**src/sv/wpt_pkg.sv**
```systemverilog
// Shared types and constants of the waypoint turn filter.
`timescale 1ns / 1ps

package wpt_pkg;

	localparam int FRAC_BITS = 16;
	localparam int COORD_W   = 32;
	localparam int HLIM_W    = 31;
	localparam int TLIM_W    = 17;
	localparam int CFG_W     = 31;
	localparam int QPTR_W    = 2;
	localparam int QDEPTH    = 1 << QPTR_W;

	localparam logic [HLIM_W-1:0] HLIM_RESET = HLIM_W'(((5 << FRAC_BITS) + 50) / 100);
	localparam logic [TLIM_W-1:0] TLIM_RESET = 17'd65316;
	localparam logic [TLIM_W-1:0] TURN_HALF  = 17'd32768;

	// Configuration register indexes
	localparam logic CFG_HEIGHT = 1'b0;
	localparam logic CFG_TURN   = 1'b1;

	typedef struct packed {
		logic signed [COORD_W-1:0] x;
		logic signed [COORD_W-1:0] y;
		logic signed [COORD_W-1:0] z;
	} point_t;

	typedef enum logic {
		CMD_FEED,
		CMD_FINISH
	} cmd_op_t;

	typedef struct packed {
		cmd_op_t op;
		point_t  pt;
	} cmd_t;

endpackage

```
**src/sv/wpt_queue.sv**
```systemverilog
// Short command queue between the front end and the turn stage.
`timescale 1ns / 1ps

module wpt_queue (
	input  logic           clk,
	input  logic           arst_n,
	input  logic           push,
	input  wpt_pkg::cmd_t  push_cmd,
	output logic           full,
	input  logic           pop,
	output logic           valid,
	output wpt_pkg::cmd_t  head
);

	wpt_pkg::cmd_t               mem_q [wpt_pkg::QDEPTH];
	logic [wpt_pkg::QPTR_W-1:0]  wr_ptr_q, rd_ptr_q;
	logic [wpt_pkg::QPTR_W:0]    cnt_q;

	assign full  = (cnt_q == (wpt_pkg::QPTR_W+1)'(wpt_pkg::QDEPTH));
	assign valid = (cnt_q != '0);
	assign head  = mem_q[rd_ptr_q];

	// Store items
	always_ff @(posedge clk) begin
		if (push)
			mem_q[wr_ptr_q] <= push_cmd;
	end

	// Advance pointers and fill count
	always_ff @(posedge clk or negedge arst_n) begin
		if (!arst_n) begin
			wr_ptr_q <= '0;
			rd_ptr_q <= '0;
			cnt_q    <= '0;
		end else begin
			if (push)
				wr_ptr_q <= wr_ptr_q + 1'b1;
			if (pop)
				rd_ptr_q <= rd_ptr_q + 1'b1;
			if (push && !pop)
				cnt_q <= cnt_q + 1'b1;
			else if (pop && !push)
				cnt_q <= cnt_q - 1'b1;
		end
	end

endmodule

```
**config.mk**
```make
export PLATFORM = sky130hd
export DESIGN_NAME = wpt_queue
export DESIGN_NICKNAME = d
export VERILOG_FILES = /design/src/sv/wpt_pkg.sv /design/src/sv/wpt_queue.sv
export SDC_FILE = /design/constraint.sdc
export NUM_CORES = 1
export LEC_CHECK = 0
export ABC_AREA = 1
export BUFFER_PORTS_ARGS = -buffer_cell sky130_fd_sc_hd__buf_4
export CORE_MARGIN = 10
export CORE_UTILIZATION = 45
export CTS_BUF_LIST = sky130_fd_sc_hd__clkbuf_2 sky130_fd_sc_hd__clkbuf_4 sky130_fd_sc_hd__clkbuf_8
export CTS_CLUSTER_SIZE = 40
export DETAILED_ROUTE_END_ITERATION = 10
export GPL_ROUTABILITY_DRIVEN = 0
export GPL_TIMING_DRIVEN = 0
export HOLD_SLACK_MARGIN = 0.08
export SLEW_MARGIN = 5
export SYNTH_ARGS = -nofsm -noshare
export SYNTH_HDL_FRONTEND = slang
export SYNTH_SLANG_ARGS = --single-unit
```
**constraint.sdc**
```tcl
create_clock -name clk -period 3.99 [get_ports clk]
set_input_delay 0.5985 -clock clk [delete_from_list [all_inputs] [get_ports clk]]
set_output_delay 0.5985 -clock clk [all_outputs]
set_load 0.01 [all_outputs]
```
==> summary.md <==
| Metric | Value |
|---|---|
| Status | finished clean |
| Sw frac | 0.355 |
| Max Slew Vio Count | 0 |
| Power consumption | 14.7 mW |
| Sequential share of the synthesized area | 0.755 |
| Ys async rst share | 0.0177 |
| Fmax | ~0.35 GHz |
| Compound-Gate Fraction of Synth Area | 0.0933 |
| Die area | about 43,000 sq um |
| Die Y-Extent | between 200 and 250 um |
| Worst-case reg-to-reg path depth | 5 |
| Post-Synth XOR/XNOR Area | 0.00224 |
| Worst Hold Depth | 1 |
| Most common cell in the synthesized netlist | edfxtp_1 |
| Post-DP Area | between 15,000 and 20,000 sq um |
| Synth area leaders | edfxtp_1 74%, o211ai_1 9.3%, nand2_1 7.3%, inv_1 4.9%, buf_2 1.4% |
| Initial drt markers | between 400 and 500 |
| Number of global-route vias before repair | ~10,000 |
| Crit Path Category | register to output pin |
| Worst Path Required | roughly 3400 ps |
| GRT Residual Overflow | 0 |
| Final setup vio count | 0 |
| Top-area cell type share of the netlist area | 0.744 |
| Crit path arrival time | 2280 ps |
| First-pass GRT wire length | between 50,000 and 60,000 um |
| Most common cell on crit path | nand2_1 |
| CTS Sinks | slightly below 400 |
| Skew final | about 13 ps |
| CTS tree | built |
| Beginning of the worst hold path | push_cmd[68] |
| Most used DFF post-synth | edfxtp_1 |
| Yosys cell types | 20 |
| Adder-Cell Fraction of Synth Area | 0.00527 |
| Max Cap Viol | 0 |
| Cells after Synth | ~1,200 |
| Critical path's slowest cell | clkbuf_1 |
| Initial antenna violation count | 3 |
| Max-slew headroom | 0.596 |
| Critical Path Max Stage Delay | between 500 and 600 ps |
| Largest net degree at the start of global routing | between 60 and 70 |
| Syn-to-layout area delta | 22.5% |
| R2R setup slack | between 2000 and 2500 ps |
| Mean Syn Cell Area | around 13 sq um |
| Post-Place Setup Slack | around 1700 ps |
| Final wirelength | around 38,000 um |
| Total CTS buffers | 67 |
| Worst IR Drop VDD | 0.407 mV |
| Delay-heaviest family, CP | buffers and inverters |
| Layout cell share with drive strength beyond 1 | 0.241 |
| Vias post-DR | ~10,000 |
| Core Box Area | between 30,000 and 40,000 sq um |
| CP Launch Type | register |
| R2R Path End | mem_q[2][36] |
| Simple-Gate Fraction of Synth Area | 0.0743 |
| Main combinational cell family by area after synthesis | compound AO/OA/AOI/OAI gates |
| WL/cell | 19.4 um |
| CTS max path bufs | 3 |
| Worst skew pair latency | roughly 560 ps |
| Ant diodes | 0 |
| H-tree Lvls | 3 |
| Die X | between 200 and 250 um |
| Post-route design area | around 19,000 sq um |
| Post-Syn Area | 15,700 sq um |
| First drt pass iteration count | 6 |
| Fin crit share | 0.720 |
| Pwr dens | around 770 nW/um^2 |
| Initial core utilization | 0.455 |
| Post-synth EDFFs | 388 |
| Mux cell area share after synthesis | 0 |
| Slew @ Worst Pin | 606 ps |
| Setup total negative slack | 0 ps |
| All-Layer GR Usage | 0.177 |
| HPWL Detailed | 23,500 um |
| Syn Nets | 1,287 |
| Final WS setup | roughly 1100 ps |
| CP endpoint kind | output pin |
| Tmin final | 2870 ps |
| Net Switching | roughly 5.2 mW |
| Worst Hold End | mem_q[0][68] |
| Reg power frac | 0.380 |
| Critical path peak fanout | 10 |
| IO buf count | 199 |
| Drt drc | 0 |
| PostCTS Resize Cnt | 0 |
| Clock power frac | 0.242 |
| Most instantiated cells after synthesis | 388 x edfxtp_1, 305 x nand2_1, 205 x inv_1, 194 x o211ai_1, 43 x buf_2 |
| I/O pins | 200 |
| Hold Crit Class | input port to register |
| Logic pwr share | 0.378 |
| RR Startpoint | wr_ptr_q[0] |
| #FFs+latches synth | 395 |
| Clk root buf | clkbuf_8 |
| Hold Violations, Final | 0 |
| P_leak | just under 8 nW |
| Worst Path Buf+Inv | 3 |
| Crit-path cells | buf_2 > clkbuf_1 > nand2_1 > o211ai_1 > nand2_1 > buf_4 |
| Post-DR vias/cell | about 5.0 |
| Int Pwr | between 9 and 10 mW |
| Final ANT Viol Nets | 0 |
| Nets@finish | roughly 1,600 |
| Reg clk slew, reported paths | about 60 ps |
| RSZ-0062 raised after global routing | false |
| Area leader, netlist | edfxtp_1 |
| # rows | 68 |
| Ys Warns | 0 |
[metrics by stage]
stage / hold WS, ps / utilization / instances
2_1_floorplan: 303 / - / 1180
3_3_place_gp: 425 / 0.515 / 1834
3_5_place_dp: 426 / 0.518 / 1838
4_1_cts: 185 / 0.557 / 1956
5_1_grt: 179 / 0.557 / 1956
6_report: 225 / 0.557 / 1956
[worst register-to-register path, stage by stage, from the launching register on]
cell and delay (ps):
dfrtp_1 420, inv_1 100, ha_1 140, nand2_1 100, inv_6 430, buf_16 330
[worst max path at each step]
stage	from	end	slack [ps]	cells past startpoint
2_1_floorplan	push	mem_q[0][0]	770	3
3_3_place_gp	push	mem_q[3][40]	-1050	4
3_5_place_dp	push	mem_q[2][40]	1670	5
4_1_cts	rd_ptr_q[0]	head[44]	1080	6
5_1_grt	rd_ptr_q[0]	head[50]	1000	6
6_report	rd_ptr_q[0]	head[44]	1120	6
[placed cells by master, fill, tap and decap left out, types with 12 or more instances in the layout]
master,n
clkbuf_1,12
nand2_1,305
clkinv_1,13
clkbuf_4,23
buf_4,204
o211ai_1,194
edfxtp_1,388
inv_1,201
buf_2,43
clkbuf_8,73
[metal layers]
| metal | wire, um | up-vias | track usage |
|---|---|---|---|
| li1 | - | 4663 | - |
| met1 | 15600 | 4709 | 0.223 |
| met2 | 18900 | 287 | 0.295 |
| met3 | 3070 | 46 | 0.0529 |
| met4 | 467 | 6 | 0.0448 |
| met5 | 46 | - | 0 |
[registers in the layout, indices dropped and copies added (netlist names)]
register	count
mem_q	388
cnt_q	3
rd_ptr_q	2
wr_ptr_q	2
[kinds of logic after synthesis]
| group | after synthesis |
|---|---|
| xor+xnor | 4 |
| fa+ha+maj | 6 |
| flops | 395 |
| buf+inv | 271 |
| compound gates | 195 |
| simple gates | 309 |
[power groups by stage]
stage	combinational, mW	clock (mW)	sequential, mW
after floorplan	2.94	0	5.71
after global placement	5.57	0	5.80
after detailed placement	5.69	0	5.68
after CTS	5.71	3.63	5.60
after global routing	6.14	3.85	5.65
final	5.57	3.55	5.59
[repair_timing]
| action | CTS | global route |
|---|---|---|
| buffers inserted | 0 | 0 |
| hold buffers | 1 | 0 |
| hold endpoints to repair | 7 | 0 |
[cell type report]
class | instances | area, sq um
Clock inverter | 21 | 139
Tap cell | 455 | 569
Inverter | 206 | 793
Sequential cell | 395 | 11800
Buffer | 65 | 324
Multi-Input combinational cell | 514 | 2740
Fill cell | 2870 | 15300
Timing Repair Buffer | 204 | 1610
Clock buffer | 96 | 1180
No activity file was read; power rests on OpenSTA's default activity.
