### src/sv/wpt_pkg.sv
// Shared types and constants of the waypoint turn filter.
`timescale 1ns / 1ps

package wpt_pkg;

	localparam int FRAC_BITS = 16;
	localparam int COORD_W   = 32;
	localparam int HLIM_W    = 31;
	localparam int TLIM_W    = 17;
	localparam int CFG_W     = 31;
	localparam int QPTR_W    = 2;
	localparam int QDEPTH    = 1 << QPTR_W;

	localparam logic [HLIM_W-1:0] HLIM_RESET = HLIM_W'(((5 << FRAC_BITS) + 50) / 100);
	localparam logic [TLIM_W-1:0] TLIM_RESET = 17'd65316;
	localparam logic [TLIM_W-1:0] TURN_HALF  = 17'd32768;

	// Configuration register indexes
	localparam logic CFG_HEIGHT = 1'b0;
	localparam logic CFG_TURN   = 1'b1;

	typedef struct packed {
		logic signed [COORD_W-1:0] x;
		logic signed [COORD_W-1:0] y;
		logic signed [COORD_W-1:0] z;
	} point_t;

	typedef enum logic {
		CMD_FEED,
		CMD_FINISH
	} cmd_op_t;

	typedef struct packed {
		cmd_op_t op;
		point_t  pt;
	} cmd_t;

endpackage

### src/sv/wpt_front.sv
// Front end: accepts waypoints, runs the height seam test and issues commands.
`timescale 1ns / 1ps

module wpt_front (
	input  logic                          clk,
	input  logic                          arst_n,
	input  logic                          in_valid,
	output logic                          in_stall,
	input  wpt_pkg::point_t               in_pt,
	input  logic                          in_last,
	input  logic [wpt_pkg::HLIM_W-1:0]    height_limit,
	output logic                          q_push,
	output wpt_pkg::cmd_t                 q_cmd,
	input  logic                          q_full
);

	typedef enum logic [2:0] {
		F_IDLE,
		F_DOT,
		F_FEED,
		F_TAIL,
		F_FIN
	} fstate_t;

	fstate_t          state_q;
	wpt_pkg::point_t  w0_q, w3_q, cur_q;
	logic [1:0]       cnt_q;
	logic             pend_q;
	logic             last_q;
	logic             drop_q;
	logic [1:0]       k_q;
	logic signed [65:0] prod_q;
	logic signed [67:0] acc_q;

	logic signed [32:0] zd;
	logic [32:0]        zmag;
	logic               hstep;
	logic signed [32:0] da, db;
	logic signed [65:0] prod_d;
	logic signed [67:0] dot_fin;
	logic               tail_feed;
	logic               want;

	// Height step between the two held points
	assign zd    = $signed({w0_q.z[31], w0_q.z}) - $signed({w3_q.z[31], w3_q.z});
	assign zmag  = zd[32] ? 33'(-zd) : zd;
	assign hstep = zmag > {2'b00, height_limit};

	// Select one component of both segments for the reversal dot product
	always_comb begin
		case (k_q)
			2'd0: begin
				da = $signed({w3_q.x[31], w3_q.x}) - $signed({w0_q.x[31], w0_q.x});
				db = $signed({cur_q.x[31], cur_q.x}) - $signed({w3_q.x[31], w3_q.x});
			end
			2'd1: begin
				da = $signed({w3_q.y[31], w3_q.y}) - $signed({w0_q.y[31], w0_q.y});
				db = $signed({cur_q.y[31], cur_q.y}) - $signed({w3_q.y[31], w3_q.y});
			end
			default: begin
				da = $signed({w3_q.z[31], w3_q.z}) - $signed({w0_q.z[31], w0_q.z});
				db = $signed({cur_q.z[31], cur_q.z}) - $signed({w3_q.z[31], w3_q.z});
			end
		endcase
	end

	assign prod_d  = da * db;
	assign dot_fin = acc_q + {{2{prod_q[65]}}, prod_q};

	assign tail_feed = (cnt_q == 2'd2) && !pend_q && !hstep;
	assign in_stall  = (state_q != F_IDLE);

	// Command towards the queue
	always_comb begin
		want     = 1'b0;
		q_cmd.op = wpt_pkg::CMD_FEED;
		q_cmd.pt = w3_q;
		case (state_q)
			F_FEED: want = !drop_q;
			F_TAIL: want = tail_feed;
			F_FIN: begin
				want     = 1'b1;
				q_cmd.op = wpt_pkg::CMD_FINISH;
			end
			default: want = 1'b0;
		endcase
	end

	assign q_push = want && !q_full;

	// Seam stage sequencer
	always_ff @(posedge clk or negedge arst_n) begin
		if (!arst_n) begin
			state_q <= F_IDLE;
			cnt_q   <= 2'd0;
			pend_q  <= 1'b0;
			last_q  <= 1'b0;
			drop_q  <= 1'b0;
			k_q     <= 2'd0;
		end else begin
			unique case (state_q)
				F_IDLE: begin
					if (in_valid) begin
						cur_q  <= in_pt;
						last_q <= in_last;
						if (cnt_q == 2'd0) begin
							w3_q    <= in_pt;
							pend_q  <= 1'b0;
							cnt_q   <= 2'd1;
							state_q <= in_last ? F_TAIL : F_IDLE;
						end else if (cnt_q == 2'd1 || pend_q || !hstep) begin
							drop_q  <= 1'b0;
							state_q <= F_FEED;
						end else begin
							k_q     <= 2'd0;
							acc_q   <= '0;
							state_q <= F_DOT;
						end
					end
				end
				F_DOT: begin
					if (k_q != 2'd3)
						prod_q <= prod_d;
					if (k_q != 2'd0)
						acc_q <= dot_fin;
					if (k_q == 2'd3) begin
						drop_q  <= dot_fin[67] || (dot_fin == '0);
						state_q <= F_FEED;
					end
					k_q <= k_q + 2'd1;
				end
				F_FEED: begin
					if (drop_q || !q_full) begin
						w0_q    <= w3_q;
						w3_q    <= cur_q;
						pend_q  <= drop_q;
						cnt_q   <= 2'd2;
						state_q <= last_q ? F_TAIL : F_IDLE;
					end
				end
				F_TAIL: begin
					if (!tail_feed || !q_full)
						state_q <= F_FIN;
				end
				F_FIN: begin
					if (!q_full) begin
						cnt_q   <= 2'd0;
						pend_q  <= 1'b0;
						state_q <= F_IDLE;
					end
				end
				default: state_q <= F_IDLE;
			endcase
		end
	end

endmodule

### config.mk
export PLATFORM = sky130hd
export DESIGN_NAME = wpt_front
export DESIGN_NICKNAME = d
export VERILOG_FILES = /design/src/sv/wpt_pkg.sv /design/src/sv/wpt_front.sv
export SDC_FILE = /design/constraint.sdc
export NUM_CORES = 2
export LEC_CHECK = 0
export BUFFER_PORTS_ARGS = -buffer_cell sky130_fd_sc_hd__buf_2
export CORE_MARGIN = 1.5
export CORE_UTILIZATION = 60
export CTS_BUF_LIST = sky130_fd_sc_hd__clkbuf_8
export CTS_CLUSTER_DIAMETER = 80
export DETAILED_ROUTE_END_ITERATION = 12
export PLACE_DENSITY = 0.77
export SKIP_LAST_GASP = 1
export SLEW_MARGIN = 10
export SYNTH_ARGS = -nofsm -noshare
export SYNTH_HDL_FRONTEND = slang
export SYNTH_SLANG_ARGS = --single-unit
### constraint.sdc
create_clock -name clk -period 27.3 [get_ports clk]
set_input_delay 5.46 -clock clk [delete_from_list [all_inputs] [get_ports clk]]
set_output_delay 5.46 -clock clk [all_outputs]
set_load 0.01 [all_outputs]
==> run_results.csv <==
group,metric,value,unit
route,ant_nets,0,
clock_network,numClockSinks,432,
timing,worstMarginPinSlew,1395,ps
timing,post-route-period-util,52.38,%
finish,final_nets,9601,
clock_network,cts-buffers-inserted,83,
floorplanning,die_w,348.3,µm
yosys,synth_fp_nets,9506,
timing,report.final.slew_viol_count,0,
route,finalWirelength,213700,µm
critical_path,setup.worst_path.start,"height_limit[10]",
clock_network,clock_insertion_delay_worst_skew,850,ps
hold_path,min_from,"last_q",
grt,grt_pass1_vias,60090,
timing,maxSlewHeadroom,6.199,%
floorplanning,io-pin-count,231,
floorplanning,row_count,126,
critical_path,worst-endpoint-required,21840,ps
grt,grt_usage,35.99,%
placed_design,port_buffers,230,
timing,setup_viol,0,
route,vias,57790,
yosys,netlist_area,71540,µm²
yosys,yosysWarnings,0,
hold_path,hold_path_depth,1,
timing,timing.fmax,69.93,MHz
hold_path,hold_end,"last_q",
floorplanning,die_area,121300,µm²
timing,rsz0062_at_grt,"false",
route,dr.pass1.iters,6,
grt,grt_pass1_wl,335000,µm
floorplanning,start_util,60.58,%
finish,fillerInstances,9661,
critical_path,endpoint_kind,"primary output",
yosys,synth_cell_types,102,
finish,multi_input_area,52640,µm²
critical_path,rrSetupSlack,14080,ps
timing,layout_min_cycle_time,14300,ps
yosys,synth_flop_cell,"edfxtp_1",
job,maxCapViolations,0,
clock_network,root_buffer,"clkbuf_8",
yosys,netlist_instances,7678,
finish,layout-drive-gt1-share,8.307,%
critical_path,path_max_fanout,4,
clock_network,cts_resized,0,
critical_path,reg2regPathDepth,39,
route,drc_errors,0,
placed_design,hpwl,166800,µm
critical_path,cpMostUsedCell,"a21oi_1",
hold_path,min_path_type,"flop to flop",
critical_path,cp_slowest_cell,"a2111oi_0",
critical_path,crit_arrival,8840,ps
yosys,ys_seq_area_share,18.06,%
run_status,outcome,"finished clean",
timing,hold_violations,0,
route,drtIter0Drc,5894,
floorplanning,die_h,348.3,µm
critical_path,crit_path_start_kind,"input port",
clock_network,post_cts_buffers,0,
clock_network,htree_levels,3,
critical_path,crit_chain,"buf_2 > inv_1 > ha_1 > a21o_1 > a21o_1 > a21oi_1 > o21ai_0 > a2111oi_0 > a21oi_1 > or3_2 > and2_1 > or4_1 > a21oi_1 > buf_2",
critical_path,rr_startpoint,"q_cmd[1]",
critical_path,rr_endpoint,"prod_q[64]",
yosys,ys_ff_latch,432,
yosys,synth-edff-count,422,
critical_path,slowest_delay,570,ps
timing,fin_setup_tns,0,ps
floorplanning,fp.coreArea,118100,µm²
grt,antenna_found_initial,12,
route,viasPerCell,6.157,
clock_network,hold_buffers,0,
grt,grt_start_max_net_pins,61,
clock_network,cts_tree,"done",
placed_design,gp_congestion,0.9774,
critical_path,critical_path_class,"input port to primary output",
grt,grt_overflow_total,0,
timing,fin_skew,88.79,ps
clock_network,cts.path.max_buffers,3,
finish,final-seq-area,12920,µm²
route,post_drt_wl_per_cell,22.77,µm
clock_network,cts.reportedPaths.clkPinSlew,60,ps
yosys,synth-async-reset-ratio,2.315,%
finish,syn_to_final_growth,6.284,%
yosys,avgSynthCellArea,9.317,µm²
## metrics by stage
stage               instances  setup slack [ps]  hold slack, ps  utilization, %  instance area (µm²)
finish                   9385             13000           515.6           64.39                76030
floorplan                7678             13700           479.2               -                71540
CTS                      9373             13080           519.3           64.37                76000
detailed placement       9224             13070           503.3           62.98                74370
global placement         9224             13120           487.0           62.98                74370
global route             9384             12760           537.8           64.39                76030
## Yosys cell counts (17+ instances only)
cell type | instances | share of area, %
inv_1 | 1344 | 7.1
fa_1 | 1154 | 32
nand2_1 | 1140 | 6.0
ha_1 | 542 | 9.5
edfxtp_1 | 422 | 18
a21oi_1 | 346 | 2.4
nor2_1 | 336 | 1.8
clkbuf_1 | 285 | 1.5
a21o_1 | 220 | 2.3
o21ai_0 | 209 | 1.5
and2_1 | 205 | 1.8
xnor2_1 | 204 | 2.5
xor2_1 | 106 | 1.3
mux2_2 | 103 | 1.6
nand3_1 | 88 | 0.62
nor3_1 | 66 | 0.46
nand4_1 | 58 | 0.51
nand2b_1 | 57 | 0.50
and3_1 | 54 | 0.47
o21a_1 | 53 | 0.56
a31oi_1 | 50 | 0.44
o21bai_1 | 49 | 0.51
nor2b_1 | 46 | 0.40
a211oi_1 | 39 | 0.41
o31ai_1 | 32 | 0.34
o211ai_1 | 31 | 0.33
or3_1 | 31 | 0.27
a211o_1 | 22 | 0.27
a22oi_1 | 19 | 0.20
o221ai_1 | 18 | 0.22
a2111oi_0 | 17 | 0.21
a21boi_0 | 17 | 0.18
## state kept, by name, summed over array words and instances, names as in the netlist
register,count
cnt_q,2
q_cmd,96
cur_q,96
drop_q,1
w0_q,96
pend_q,1
state_q,3
last_q,1
acc_q,68
k_q,2
prod_q,66
## area by class of cell
class	instances	area share [%]
antenna	12	0.03949
inverter	1346	6.645
clock buffer	86	1.557
timing repair buffer	321	2.412
multi-input combinational	5589	69.23
tap	1536	2.528
clock inverter	63	0.5941
sequential	432	17.00
## kinds of logic (layout without fill, tap and decap cells)
kind of cell               after synthesis  count (layout)  share of synthesized area [%]
AOI/OAI and AO/OA                     1280            1280                          11.79
xor gates and xnor gates               310             310                          3.795
adders and majority gates             1696            1696                          41.77
buffers and inverters                 1657            1816                          8.806
DFF                                    432             432                          18.06
muxes                                  119             119                          1.845
other                                    0              12                              0
and+or+nand+nor                       2184            2184                          13.93
## routing by layer
layer	part of all wire, %	up-vias	GRT usage, %
met5	0.033	-	0
met4	6.3	10	19.83
met3	10	717	7.701
met2	46	3176	57.69
met1	38	28730	45.63
li1	-	25160	-
## cells in the final DEF (no fill, tap or decap), types with 106 or more instances in the layout
cell | netlist | routed
inv_1 | 1344 | 1358
fa_1 | 1154 | 1154
nand2_1 | 1140 | 1136
ha_1 | 542 | 540
edfxtp_1 | 422 | 422
a21oi_1 | 346 | 346
nor2_1 | 336 | 335
buf_2 | 5 | 230
a21o_1 | 220 | 220
o21ai_0 | 209 | 209
xnor2_1 | 204 | 204
and2_1 | 205 | 203
xor2_1 | 106 | 106
## how the worst max path moves through the flow
stage | to | slack, ps | depth (start not counted)
after floorplan | q_push | 13700 | 12
after global placement | q_push | 13120 | 14
after detailed placement | q_push | 13070 | 14
after CTS | q_push | 13080 | 14
after global routing | q_push | 12760 | 14
final | q_push | 13000 | 14
## critical path: cells and delay by family
kind | cells | cell delay [ps]
AO/OA/AOI/OAI | 7 | 1620
adder cells (fa/ha/maj) | 1 | 300
AND/OR/NAND/NOR | 3 | 1220
buffers and inverters | 3 | 240
Power is left out: the tool's default activity adds up to more than one toggle a clock period on the data nets, which glitch-free logic cannot reach.
